<file path="src/hw/rtl/pim_pkg.sv">
// ----------------------------------------------------------------------------
// Strided range matcher package
// Shared constants, operation codes and the sequencer state type.
// ----------------------------------------------------------------------------
package pim_pkg;

	// Default table depth and step width.
	localparam int DEF_MAX_SLICES = 8;
	localparam int DEF_STEP_WIDTH = 31;

	// Width of the slices-in-use register and of the entry index field.
	localparam int CFG_W       = 4;
	localparam int ENTRY_IDX_W = 3;

	// Item kind carried on the input tuser.
	typedef enum logic [0:0] {
		OP_WRITE = 1'b0,
		OP_QUERY = 1'b1
	} pim_op_t;

	// Query sequencer states.
	typedef enum logic [6:0] {
		ST_IDLE   = 7'b0000001,
		ST_READ   = 7'b0000010,
		ST_SETUP  = 7'b0000100,
		ST_DIVIDE = 7'b0001000,
		ST_BASE   = 7'b0010000,
		ST_FOLD   = 7'b0100000,
		ST_FINISH = 7'b1000000
	} pim_state_t;

endpackage

</file>
<file path="src/hw/rtl/periodic_interval_matcher_core.sv">
// ----------------------------------------------------------------------------
// Periodic interval matcher core
// Table of strided ranges, answered one query at a time with a shared divider.
// ----------------------------------------------------------------------------
// Usage:
// The input stream carries words of two kinds, chosen by s_tuser. A write word
// loads one table entry (start, stop, period) and gives no output word. A query
// word asks about one step and gives exactly one output word with membership,
// next member, previous member, inclusive previous member, local period and
// the activated flag.
// The cfg channel writes the number of entries taking part in queries; it is
// always ready. The user must write it only while the core is idle; the core
// itself does not enforce this. A query walks the entries in use, clamped to
// MAX_SLICES, one after another. Each entry takes a table read and a setup
// step; when it needs a division it also runs the one-bit-per-cycle restoring
// remainder unit, then a base step and a fold step.
// s_tready is low while a query runs and returns high in the same cycle that
// the result becomes valid. The result sits in an output register; the next
// word is accepted while it waits. A query that finishes while the previous
// result is still stalled waits in its last state until the receiver takes
// that result.
// Reset clears the slice count, the sequencer and the output valid. Table
// entries hold no reset value and must be written before they are used.
// ----------------------------------------------------------------------------
module periodic_interval_matcher_core #(
	parameter int MAX_SLICES = pim_pkg::DEF_MAX_SLICES,
	parameter int STEP_WIDTH = pim_pkg::DEF_STEP_WIDTH
) (
	input  logic                                        clk,
	input  logic                                        arst_n,
	input  logic                                        cfg_valid,
	output logic                                        cfg_ready,
	input  logic [pim_pkg::CFG_W-1:0]                   cfg_data,
	input  logic                                        s_tvalid,
	output logic                                        s_tready,
	// entry_index, range_start, range_stop, range_period, step, zero fill
	input  logic [((3+4*STEP_WIDTH+7)/8)*8-1:0]         s_tdata,
	// operation
	input  logic                                        s_tuser,
	output logic                                        m_tvalid,
	input  logic                                        m_tready,
	// is_member, next_member, previous_member, previous_inclusive,
	// local_period, activated, zero fill
	output logic [((2+4*STEP_WIDTH+7)/8)*8-1:0]         m_tdata
);
	import pim_pkg::*;

	localparam int W          = STEP_WIDTH;
	localparam int IDX_W      = (MAX_SLICES > 1) ? $clog2(MAX_SLICES) : 1;
	localparam int CNT_W      = $clog2(MAX_SLICES + 1);
	localparam int BIT_W      = $clog2(W + 1);
	localparam int OUT_DATA_W = ((2 + 4 * W + 7) / 8) * 8;
	localparam int OUT_PAD_W  = OUT_DATA_W - (2 + 4 * W);

	// Input word fields.
	logic [ENTRY_IDX_W-1:0] in_idx;
	logic [W-1:0]           in_start;
	logic [W-1:0]           in_stop;
	logic [W-1:0]           in_period;
	logic [W-1:0]           in_step;
	logic                   s_acc;
	logic                   wr_en;

	assign in_idx    = s_tdata[ENTRY_IDX_W-1:0];
	assign in_start  = s_tdata[ENTRY_IDX_W +: W];
	assign in_stop   = s_tdata[ENTRY_IDX_W + W +: W];
	assign in_period = s_tdata[ENTRY_IDX_W + 2*W +: W];
	assign in_step   = s_tdata[ENTRY_IDX_W + 3*W +: W];

	// Control state.
	pim_state_t             state_q;
	logic [CFG_W-1:0]       slices_q;
	logic [CNT_W-1:0]       ent_q;
	logic [BIT_W-1:0]       bit_q;
	logic                   m_tvalid_q;
	logic [OUT_DATA_W-1:0]  m_tdata_q;

	// Range table.
	logic [W-1:0] start_mem  [MAX_SLICES];
	logic [W-1:0] stop_mem   [MAX_SLICES];
	logic [W-1:0] period_mem [MAX_SLICES];
	logic [W-1:0] rd_start_q;
	logic [W-1:0] rd_stop_q;
	logic [W-1:0] rd_period_q;

	// Query datapath.
	logic [W-1:0] step_q;
	logic [W-1:0] dvd_q;
	logic [W-1:0] rem_q;
	logic [W-1:0] base_q;
	logic [W-1:0] nx_q;
	logic [W-1:0] pv_q;
	logic         inside_q;
	logic         mem_q;
	logic         act_q;

	logic [CNT_W-1:0] used_cnt;
	logic             last_ent;
	logic             p_zero;
	logic             n_ge_s;
	logic             t_ge_s;
	logic             n_le_t;
	logic             need_div;
	logic [W:0]       trial;
	logic [W:0]       next_c;
	logic [W-1:0]     prev_c;
	logic [W-1:0]     pi_val;
	logic [W-1:0]     local_val;
	logic             out_free;

	assign cfg_ready = 1'b1;
	assign s_tready  = (state_q == ST_IDLE);
	assign s_acc     = s_tvalid && s_tready;
	assign wr_en     = s_acc && (pim_op_t'(s_tuser) == OP_WRITE) &&
	                   (32'(in_idx) < MAX_SLICES);
	assign m_tvalid  = m_tvalid_q;
	assign m_tdata   = m_tdata_q;
	assign out_free  = !m_tvalid_q || m_tready;

	// Entries in use, clamped to the table depth.
	always_comb begin
		if (32'(slices_q) > MAX_SLICES) begin
			used_cnt = CNT_W'(MAX_SLICES);
		end else begin
			used_cnt = CNT_W'(slices_q);
		end
	end

	assign last_ent = ((ent_q + CNT_W'(1)) == used_cnt);

	// Per-entry classification of the step against the entry just read.
	assign p_zero   = (rd_period_q == '0);
	assign n_ge_s   = (step_q >= rd_start_q);
	assign t_ge_s   = (rd_stop_q >= rd_start_q);
	assign n_le_t   = (step_q <= rd_stop_q);
	assign need_div = !p_zero && n_ge_s && t_ge_s;

	// Restoring remainder step: shift in one dividend bit, subtract if it fits.
	assign trial = {rem_q, dvd_q[W-1]};

	// Candidate members once the remainder is known.
	assign next_c = {1'b0, base_q} + {1'b0, rd_period_q};
	always_comb begin
		if (!inside_q) begin
			prev_c = base_q;
		end else if (step_q == rd_start_q) begin
			prev_c = '0;
		end else if (rem_q != '0) begin
			prev_c = base_q;
		end else begin
			prev_c = base_q - rd_period_q;
		end
	end

	// Final result fields.
	assign pi_val    = mem_q ? step_q : pv_q;
	assign local_val = nx_q - pi_val;

	// Configuration register.
	always_ff @(posedge clk or negedge arst_n) begin
		if (!arst_n) begin
			slices_q <= '0;
		end else if (cfg_valid && cfg_ready) begin
			slices_q <= cfg_data;
		end
	end

	// Range table write port and registered read port.
	always_ff @(posedge clk) begin
		if (wr_en) begin
			start_mem[IDX_W'(in_idx)]  <= in_start;
			stop_mem[IDX_W'(in_idx)]   <= in_stop;
			period_mem[IDX_W'(in_idx)] <= in_period;
		end
		if (state_q == ST_READ) begin
			rd_start_q  <= start_mem[ent_q[IDX_W-1:0]];
			rd_stop_q   <= stop_mem[ent_q[IDX_W-1:0]];
			rd_period_q <= period_mem[ent_q[IDX_W-1:0]];
		end
	end

	// Sequencer and output valid.
	always_ff @(posedge clk or negedge arst_n) begin
		if (!arst_n) begin
			state_q    <= ST_IDLE;
			ent_q      <= '0;
			bit_q      <= '0;
			m_tvalid_q <= 1'b0;
		end else begin
			// The output word becomes valid as a query leaves and clears once taken.
			if ((state_q == ST_FINISH) && out_free) begin
				m_tvalid_q <= 1'b1;
			end else if (m_tready) begin
				m_tvalid_q <= 1'b0;
			end
			case (state_q)
				ST_IDLE: begin
					if (s_acc && (pim_op_t'(s_tuser) == OP_QUERY)) begin
						ent_q   <= '0;
						state_q <= (used_cnt == '0) ? ST_FINISH : ST_READ;
					end
				end
				ST_READ: begin
					state_q <= ST_SETUP;
				end
				ST_SETUP: begin
					if (need_div) begin
						bit_q   <= BIT_W'(W);
						state_q <= ST_DIVIDE;
					end else if (last_ent) begin
						state_q <= ST_FINISH;
					end else begin
						ent_q   <= ent_q + CNT_W'(1);
						state_q <= ST_READ;
					end
				end
				ST_DIVIDE: begin
					bit_q <= bit_q - BIT_W'(1);
					if (bit_q == BIT_W'(1)) begin
						state_q <= ST_BASE;
					end
				end
				ST_BASE: begin
					state_q <= ST_FOLD;
				end
				ST_FOLD: begin
					if (last_ent) begin
						state_q <= ST_FINISH;
					end else begin
						ent_q   <= ent_q + CNT_W'(1);
						state_q <= ST_READ;
					end
				end
				ST_FINISH: begin
					if (out_free) begin
						state_q <= ST_IDLE;
					end
				end
				default: begin
					state_q <= ST_IDLE;
				end
			endcase
		end
	end

	// Query datapath: divider, accumulators and the output word.
	always_ff @(posedge clk) begin
		case (state_q)
			ST_IDLE: begin
				if (s_acc && (pim_op_t'(s_tuser) == OP_QUERY)) begin
					step_q <= in_step;
					mem_q  <= 1'b0;
					act_q  <= 1'b0;
					nx_q   <= '1;
					pv_q   <= '0;
				end
			end
			ST_SETUP: begin
				if (!p_zero && t_ge_s) begin
					act_q <= 1'b1;
				end
				if (need_div) begin
					// Inside the range divide the offset of the step, past it the span.
					dvd_q    <= n_le_t ? (step_q - rd_start_q) : (rd_stop_q - rd_start_q);
					rem_q    <= '0;
					inside_q <= n_le_t;
				end else if (!p_zero && !n_ge_s && t_ge_s && (rd_start_q < nx_q)) begin
					// Step before the range: the start is the next member.
					nx_q <= rd_start_q;
				end
			end
			ST_DIVIDE: begin
				if (trial >= {1'b0, rd_period_q}) begin
					rem_q <= W'(trial - {1'b0, rd_period_q});
				end else begin
					rem_q <= trial[W-1:0];
				end
				dvd_q <= dvd_q << 1;
			end
			ST_BASE: begin
				// Member at or below the step (inside) or at or below the stop.
				base_q <= inside_q ? (step_q - rem_q) : (rd_stop_q - rem_q);
			end
			ST_FOLD: begin
				if (inside_q) begin
					if (rem_q == '0) begin
						mem_q <= 1'b1;
					end
					if ((next_c <= {1'b0, rd_stop_q}) && (next_c[W-1:0] < nx_q)) begin
						nx_q <= next_c[W-1:0];
					end
				end
				if (prev_c > pv_q) begin
					pv_q <= prev_c;
				end
			end
			ST_FINISH: begin
				if (out_free) begin
					m_tdata_q <= {{OUT_PAD_W{1'b0}}, act_q, local_val, pi_val, pv_q,
					              nx_q, mem_q};
				end
			end
			default: begin
			end
		endcase
	end

endmodule

</file>
<file path="config.mk">
export PLATFORM = sky130hd
export DESIGN_NAME = periodic_interval_matcher_core
export DESIGN_NICKNAME = d
export VERILOG_FILES = /design/src/hw/rtl/pim_pkg.sv /design/src/hw/rtl/periodic_interval_matcher_core.sv
export SDC_FILE = /design/constraint.sdc
export NUM_CORES = 2
export LEC_CHECK = 0
export ABC_AREA = 0
export BUFFER_PORTS_ARGS = -buffer_cell sky130_fd_sc_hd__buf_2
export CORE_MARGIN = 1.5
export CORE_UTILIZATION = 60
export DETAILED_ROUTE_END_ITERATION = 8
export HOLD_SLACK_MARGIN = 0.02
export PLACE_DENSITY = 0.79
export SYNTH_ARGS = -nofsm -noshare
export SYNTH_HDL_FRONTEND = slang
export SYNTH_SLANG_ARGS = --single-unit
</file>
<file path="constraint.sdc">
create_clock -name clk -period 13.25 [get_ports clk]
set_input_delay 2.65 -clock clk [delete_from_list [all_inputs] [get_ports clk]]
set_output_delay 2.65 -clock clk [all_outputs]
set_load 0.05 [all_outputs]
</file>
# After elaboration in Yosys (flattened, before gate mapping)
# Memories as Yosys holds them, arrays and structs flattened. A register that Yosys moved wholly into a read port is not among the register bits.
# Cells that the tools add are included.
# word_totals
ff_bits,336
ramBits,744
in_bits,138
output_inout_bits,131
memories,3
# op_classes
n_addsub,10
n_lt_le_gt_ge,9
n_eq_ne,21
n_mux,44
n_bitwise,1
reduce_logical,34
# mem_list
name,depth,word_bits,rd,rd_ports_with_merged_regs,write_ports,line,rtl
period_mem,8,31,1,1,1,periodic_interval_matcher_core.sv:81,logic [W-1:0] period_mem [MAX_SLICES];
start_mem,8,31,1,1,1,periodic_interval_matcher_core.sv:79,logic [W-1:0] start_mem [MAX_SLICES];
stop_mem,8,31,1,1,1,periodic_interval_matcher_core.sv:80,logic [W-1:0] stop_mem [MAX_SLICES];
# op_table
op,count
$mux W31,16
$sub A31 B31 Y31,7
$pmux W31 S2,3
$pmux W31 S3,1
$ge A31 B31 Y1,2
$logic_not A31 Y1,2
$lt A31 B31 Y1,2
$pmux W7 S7,1
$mux W7,6
$add A31 B31 Y32,1
$ge A32 B31 Y1,1
$le A32 B31 Y1,1
$eq A31 B31 Y1,1
$gt A31 B31 Y1,1
$le A31 B31 Y1,1
$reduce_bool A31 Y1,1
$ne A2 B2 Y1 const B,10
$mux W4,4
$pmux W4 S3,1
$reduce_and A3 Y1,4
$logic_and A1 B1 Y1,11
$pmux W5 S2,1
$mux W1,8
$reduce_and A2 Y1,4
23 further kinds,29

# Logic depth before layout (Yosys ltp)
# logic_depth
ltp_word,8
ltp_mapped,23

# Worst setup path before layout
# OpenSTA, ideal clock, no wires.
# synth_path
kind,input to register
start,in s_tdata[0]
end,mem period_mem[6][0] in the netlist's numbering (enable)
setup_ps,783
arrival_time_ps,11707
required_time_ps,12467
slack_ps,759
cell_stages,1
n_path_buf,0
path_cell_list,nor4_1
# synth_rtl
element,line,rtl
"start, declared",periodic_interval_matcher_core.sv:37,"input logic [((3+4*STEP_WIDTH+7)/8)*8-1:0] s_tdata,"
"end, declared",periodic_interval_matcher_core.sv:81,
# No word-level cell before the write port.

# Final worst setup path
# layout_path
start,reg rd_period_q[1] (read register of period_mem)
end,reg nx_q[6] (enable)
# layout_via
elab_chain_cells,7
word_cells_on_any_way,15
cone_classes,1 x add/sub; 2 x order compare; 3 x eq/ne; 9 x reduce/logical
# layout_rtl
element,line,rtl
"start, declared",periodic_interval_matcher_core.sv:84,logic [W-1:0] rd_period_q;
"parallel branches: the longest is 6 deep, another holds $add A31 B31 Y32",--,
$reduce_and A6 Y1 (no source line) (*),--,
"end signal, assigned",periodic_interval_matcher_core.sv:269,nx_q <= rd_start_q;
"end signal, assigned",periodic_interval_matcher_core.sv:290,nx_q <= next_c[W-1:0];
"end, declared",periodic_interval_matcher_core.sv:91,logic [W-1:0] nx_q;
# Every way passes the cells marked *.
# A chain may end at the register's enable or synchronous reset.

==> results.md <==
* Max_cap viols at 0
* Min-Delay Path Class: reg2reg
* DRC viols at 0
* Clk root buf: clkbuf_16
* RSZ-0062 raised after global routing: false
* Final Skew at 0.0463 ns
* Final min period at approximately 6.6 ns
* PwrDens at roughly 150 mW/mm^2
* CP max FO at 31
* Hold Worst Slack at between 0.4 and 0.5 ns
* Library cells used by synthesis at 86
* Ys Warns at 0
* Avg Inst Size Synth at between 10 and 15 sq um
* Post_cts resized at 0
* P_leak at around 24 nW
* Initial antenna violation count at 9
* CP Class: reg2reg
* Most frequent cells in the layout: edfxtp_1 (1,152), ha_1 (370), inv_1 (293), buf_2 (264), nand2_1 (262)
* Hold depth at 0
* Required time of the critical path at around 14 ns
* GR peak layer: met2
* DR pass1 iterations at 6
* M1 GR Usage at between 40 and 50%
* Register-to-register setup slack at roughly 6.7 ns
* Cell count after synthesis at 4,225
* Rel. slew slack at a little under a third
* Post-synth EDFFs at 1,152
* DRT antenna net count at 0
* Io pins at around 270
* Count of hold-fix buffers inserted at cts at 0
* Buffers on Ports at about 260
* R2r startpoint: rd_period_q[1]$_DFFE_PP_
* Status: finished clean
* Final wirelength at ~160,000 um
* Clk slew on worst S/H paths at 0.07 ns
* Maximum number of pins on one net before global-route repair at 77
* HP Start: pv_q[4]$_SDFFCE_PN0P_
* Hpwl dp at between 100,000 and 150,000 um
* Remaining global-route overflow at 0
* Commonest non-fill, non-tap cell in the layout: edfxtp_1
* Register bit total from synthesis at 1,173
* Via density at 6.42
* Chip Width at about 320 um
* Final net count at between 5k and 6k
* Clk sinks at around 1.2k
* Max Clk Rate at 152 MHz
* Die height at 315 um
* Crit start category: flip-flop
* Die area at roughly 0.099 sq mm
* Starting density of the core at ~60%
* RR Endpoint: nx_q[6]$_DFFE_PP_
* Commonest register cell after synthesis: edfxtp_1
* GR Layer Usage met2 at roughly 48%
* Finished layout cell area at about 0.065 sq mm
* Hold EP: m_tdata[36]$_DFFE_PP_
* Max VDD drop at about 0.14 mV
* H-tree level count at 3
* Arr. time, crit path at 6.94 ns
* Vias at around 38k
* Placed Area at between 0.06 and 0.07 sq mm
* Final slew viol count at 0
* Worst slew pin tran at about 1.0 ns
* CTS tree: built
* DR iter-0 viols at approximately 4.6k
* WL/cell at ~26 um
* Worst Setup End Kind: flip-flop
* Seq/Total Area, Yosys at between 60% and 70%
* Worst reg2reg path depth at 23
* Share of cells above drive strength 1 at about 18%
* Num rows at approximately 110
* Ys async rst share at under 10%
* # setup viols final at 0
* RePlAce Congestion at approximately 1.0
* GR Util met3 at between 4 and 5%
* Post-CTS setup buffer count at 0
* Setup TNS at 0 ns
* Final hold violation count at 0
* Clk_lat worst skew at between 0.7 and 0.8 ns
* Area delta synth->final at 11.1%
* Cts bufs inserted at around 110
* Vias in the first global route at about 36k
* Mapped cell area at around 0.058 sq mm
* Clock Path Buffers at 3
* First-pass GRT wire length at between 200,000 and 250,000 um
* GRT Total Usage at 31.4%
* Fill count at 6,582
* Core area at a little under 0.1 sq mm
* Final worst path period share at between 40% and 50%
-- critical path, stage by stage (launching register included) --
cell and delay (ns):
edfxtp_1 0.75, inv_1 0.24, ha_1 0.36, nand2b_1 0.11
a21oi_1 0.09, o21ba_2 0.21, o22a_1 0.24, o2bb2ai_1 0.19
a311o_1 0.46, a21oi_1 0.33, o41ai_1 0.12, xnor2_1 0.55
ha_1 0.37, a21o_1 0.16, a21o_1 0.17, a21oi_1 0.14
o21ai_0 0.10, a21oi_1 0.13, o31ai_1 0.16, a21oi_1 0.18
a31oi_1 0.06, o31a_1 0.36, a211oi_4 0.23, buf_4 0.43
-- flip-flops by register name (all words and copies together), names as in the netlist, 126 cells and up --
register	count
m_tdata	126
period_mem	248
start_mem	248
stop_mem	248
-- power breakdown --
| part | internal (mW) | total (mW) | switching [mW] |
|---|---|---|---|
| clock | 1.80 | 3.18 | 1.38 |
| sequential | 4.30 | 4.45 | 0.146 |
| combinational | 0.894 | 2.12 | 1.23 |
-- layout make-up --
cell class,instances,area (sq um),share of cell area (%)
Antenna cell,2,5.00,0.00771
Timing Repair Buffer,311,1670,2.58
Clock inverter,62,681,1.05
Multi-Input combinational cell,2620,21700,33.5
Inverter,295,1110,1.71
Tap cell,1276,1600,2.46
Clock buffer,141,2980,4.60
Sequential cell,1173,35100,54.1
-- cell families (layout without fill, tap and decap cells) --
| family | Yosys count | count (layout) | synth area share (%) |
|---|---|---|---|
| xor+xnor | 178 | 178 | 2.67 |
| compound gates | 858 | 858 | 9.38 |
| flops | 1173 | 1173 | 60.1 |
| simple gates | 900 | 900 | 7.40 |
| mux | 304 | 304 | 9.41 |
| buf+inv | 433 | 809 | 2.83 |
| other cells | 2 | 5 | 0.0129 |
| fa+ha+maj | 377 | 377 | 8.17 |
-- metrics by stage --
| stage | std cells | power [mW] | setup slack (ns) | utilization, % |
|---|---|---|---|---|
| global route | 5879 | 10.1 | 6.52 | 67.2 |
| floorplan | 4226 | 6.00 | 0.759 | - |
| detailed placement | 5675 | 6.59 | 6.86 | 63.4 |
| global placement | 5675 | 6.54 | 6.96 | 63.4 |
| finish | 5880 | 9.74 | 6.67 | 67.2 |
| CTS | 5878 | 9.76 | 6.83 | 67.2 |
-- metal layers --
| metal | vias up | share of wire, % |
|---|---|---|
| li1 | 16765 | - |
| met2 | 1998 | 46 |
| met1 | 18681 | 41 |
| met5 | - | 0.037 |
| met4 | 10 | 3.7 |
| met3 | 269 | 9.7 |
-- synthesized netlist by cell type, types with 32 or more instances --
cell type | number | area share [%]
nor2b_1 | 46 | 0.49
o21a_1 | 74 | 0.95
ha_1 | 370 | 7.9
mux2_2 | 102 | 2.0
xor2_1 | 51 | 0.76
xnor2_1 | 127 | 1.9
a21oi_1 | 256 | 2.2
inv_1 | 293 | 1.9
a21o_1 | 89 | 1.1
o211ai_1 | 35 | 0.45
and2_1 | 38 | 0.41
clkbuf_1 | 102 | 0.66
mux4_2 | 186 | 7.2
a31oi_1 | 32 | 0.34
nor3_1 | 49 | 0.42
o21ai_0 | 182 | 1.6
nor2_1 | 243 | 1.6
edfxtp_1 | 1152 | 59
nand3_1 | 55 | 0.47
nand2_1 | 263 | 1.7
nand2b_1 | 38 | 0.41
nand4_1 | 52 | 0.56
-- worst max-delay path by stage --
stage                                  start                          to  slack (ns)  cells past startpoint
global placement    rd_period_q[1]$_DFFE_PP_           nx_q[1]$_DFFE_PP_        6.96                     23
CTS                 rd_period_q[1]$_DFFE_PP_          nx_q[18]$_DFFE_PP_        6.83                     23
finish              rd_period_q[1]$_DFFE_PP_           nx_q[6]$_DFFE_PP_        6.67                     23
global route        rd_period_q[1]$_DFFE_PP_          nx_q[13]$_DFFE_PP_        6.52                     23
detailed placement  rd_period_q[1]$_DFFE_PP_           nx_q[1]$_DFFE_PP_        6.86                     23
floorplan                         s_tdata[0]  period_mem[6][0]$_DFFE_PP_        0.76                      1
Note: power is estimated with default switching activity, not from simulation.
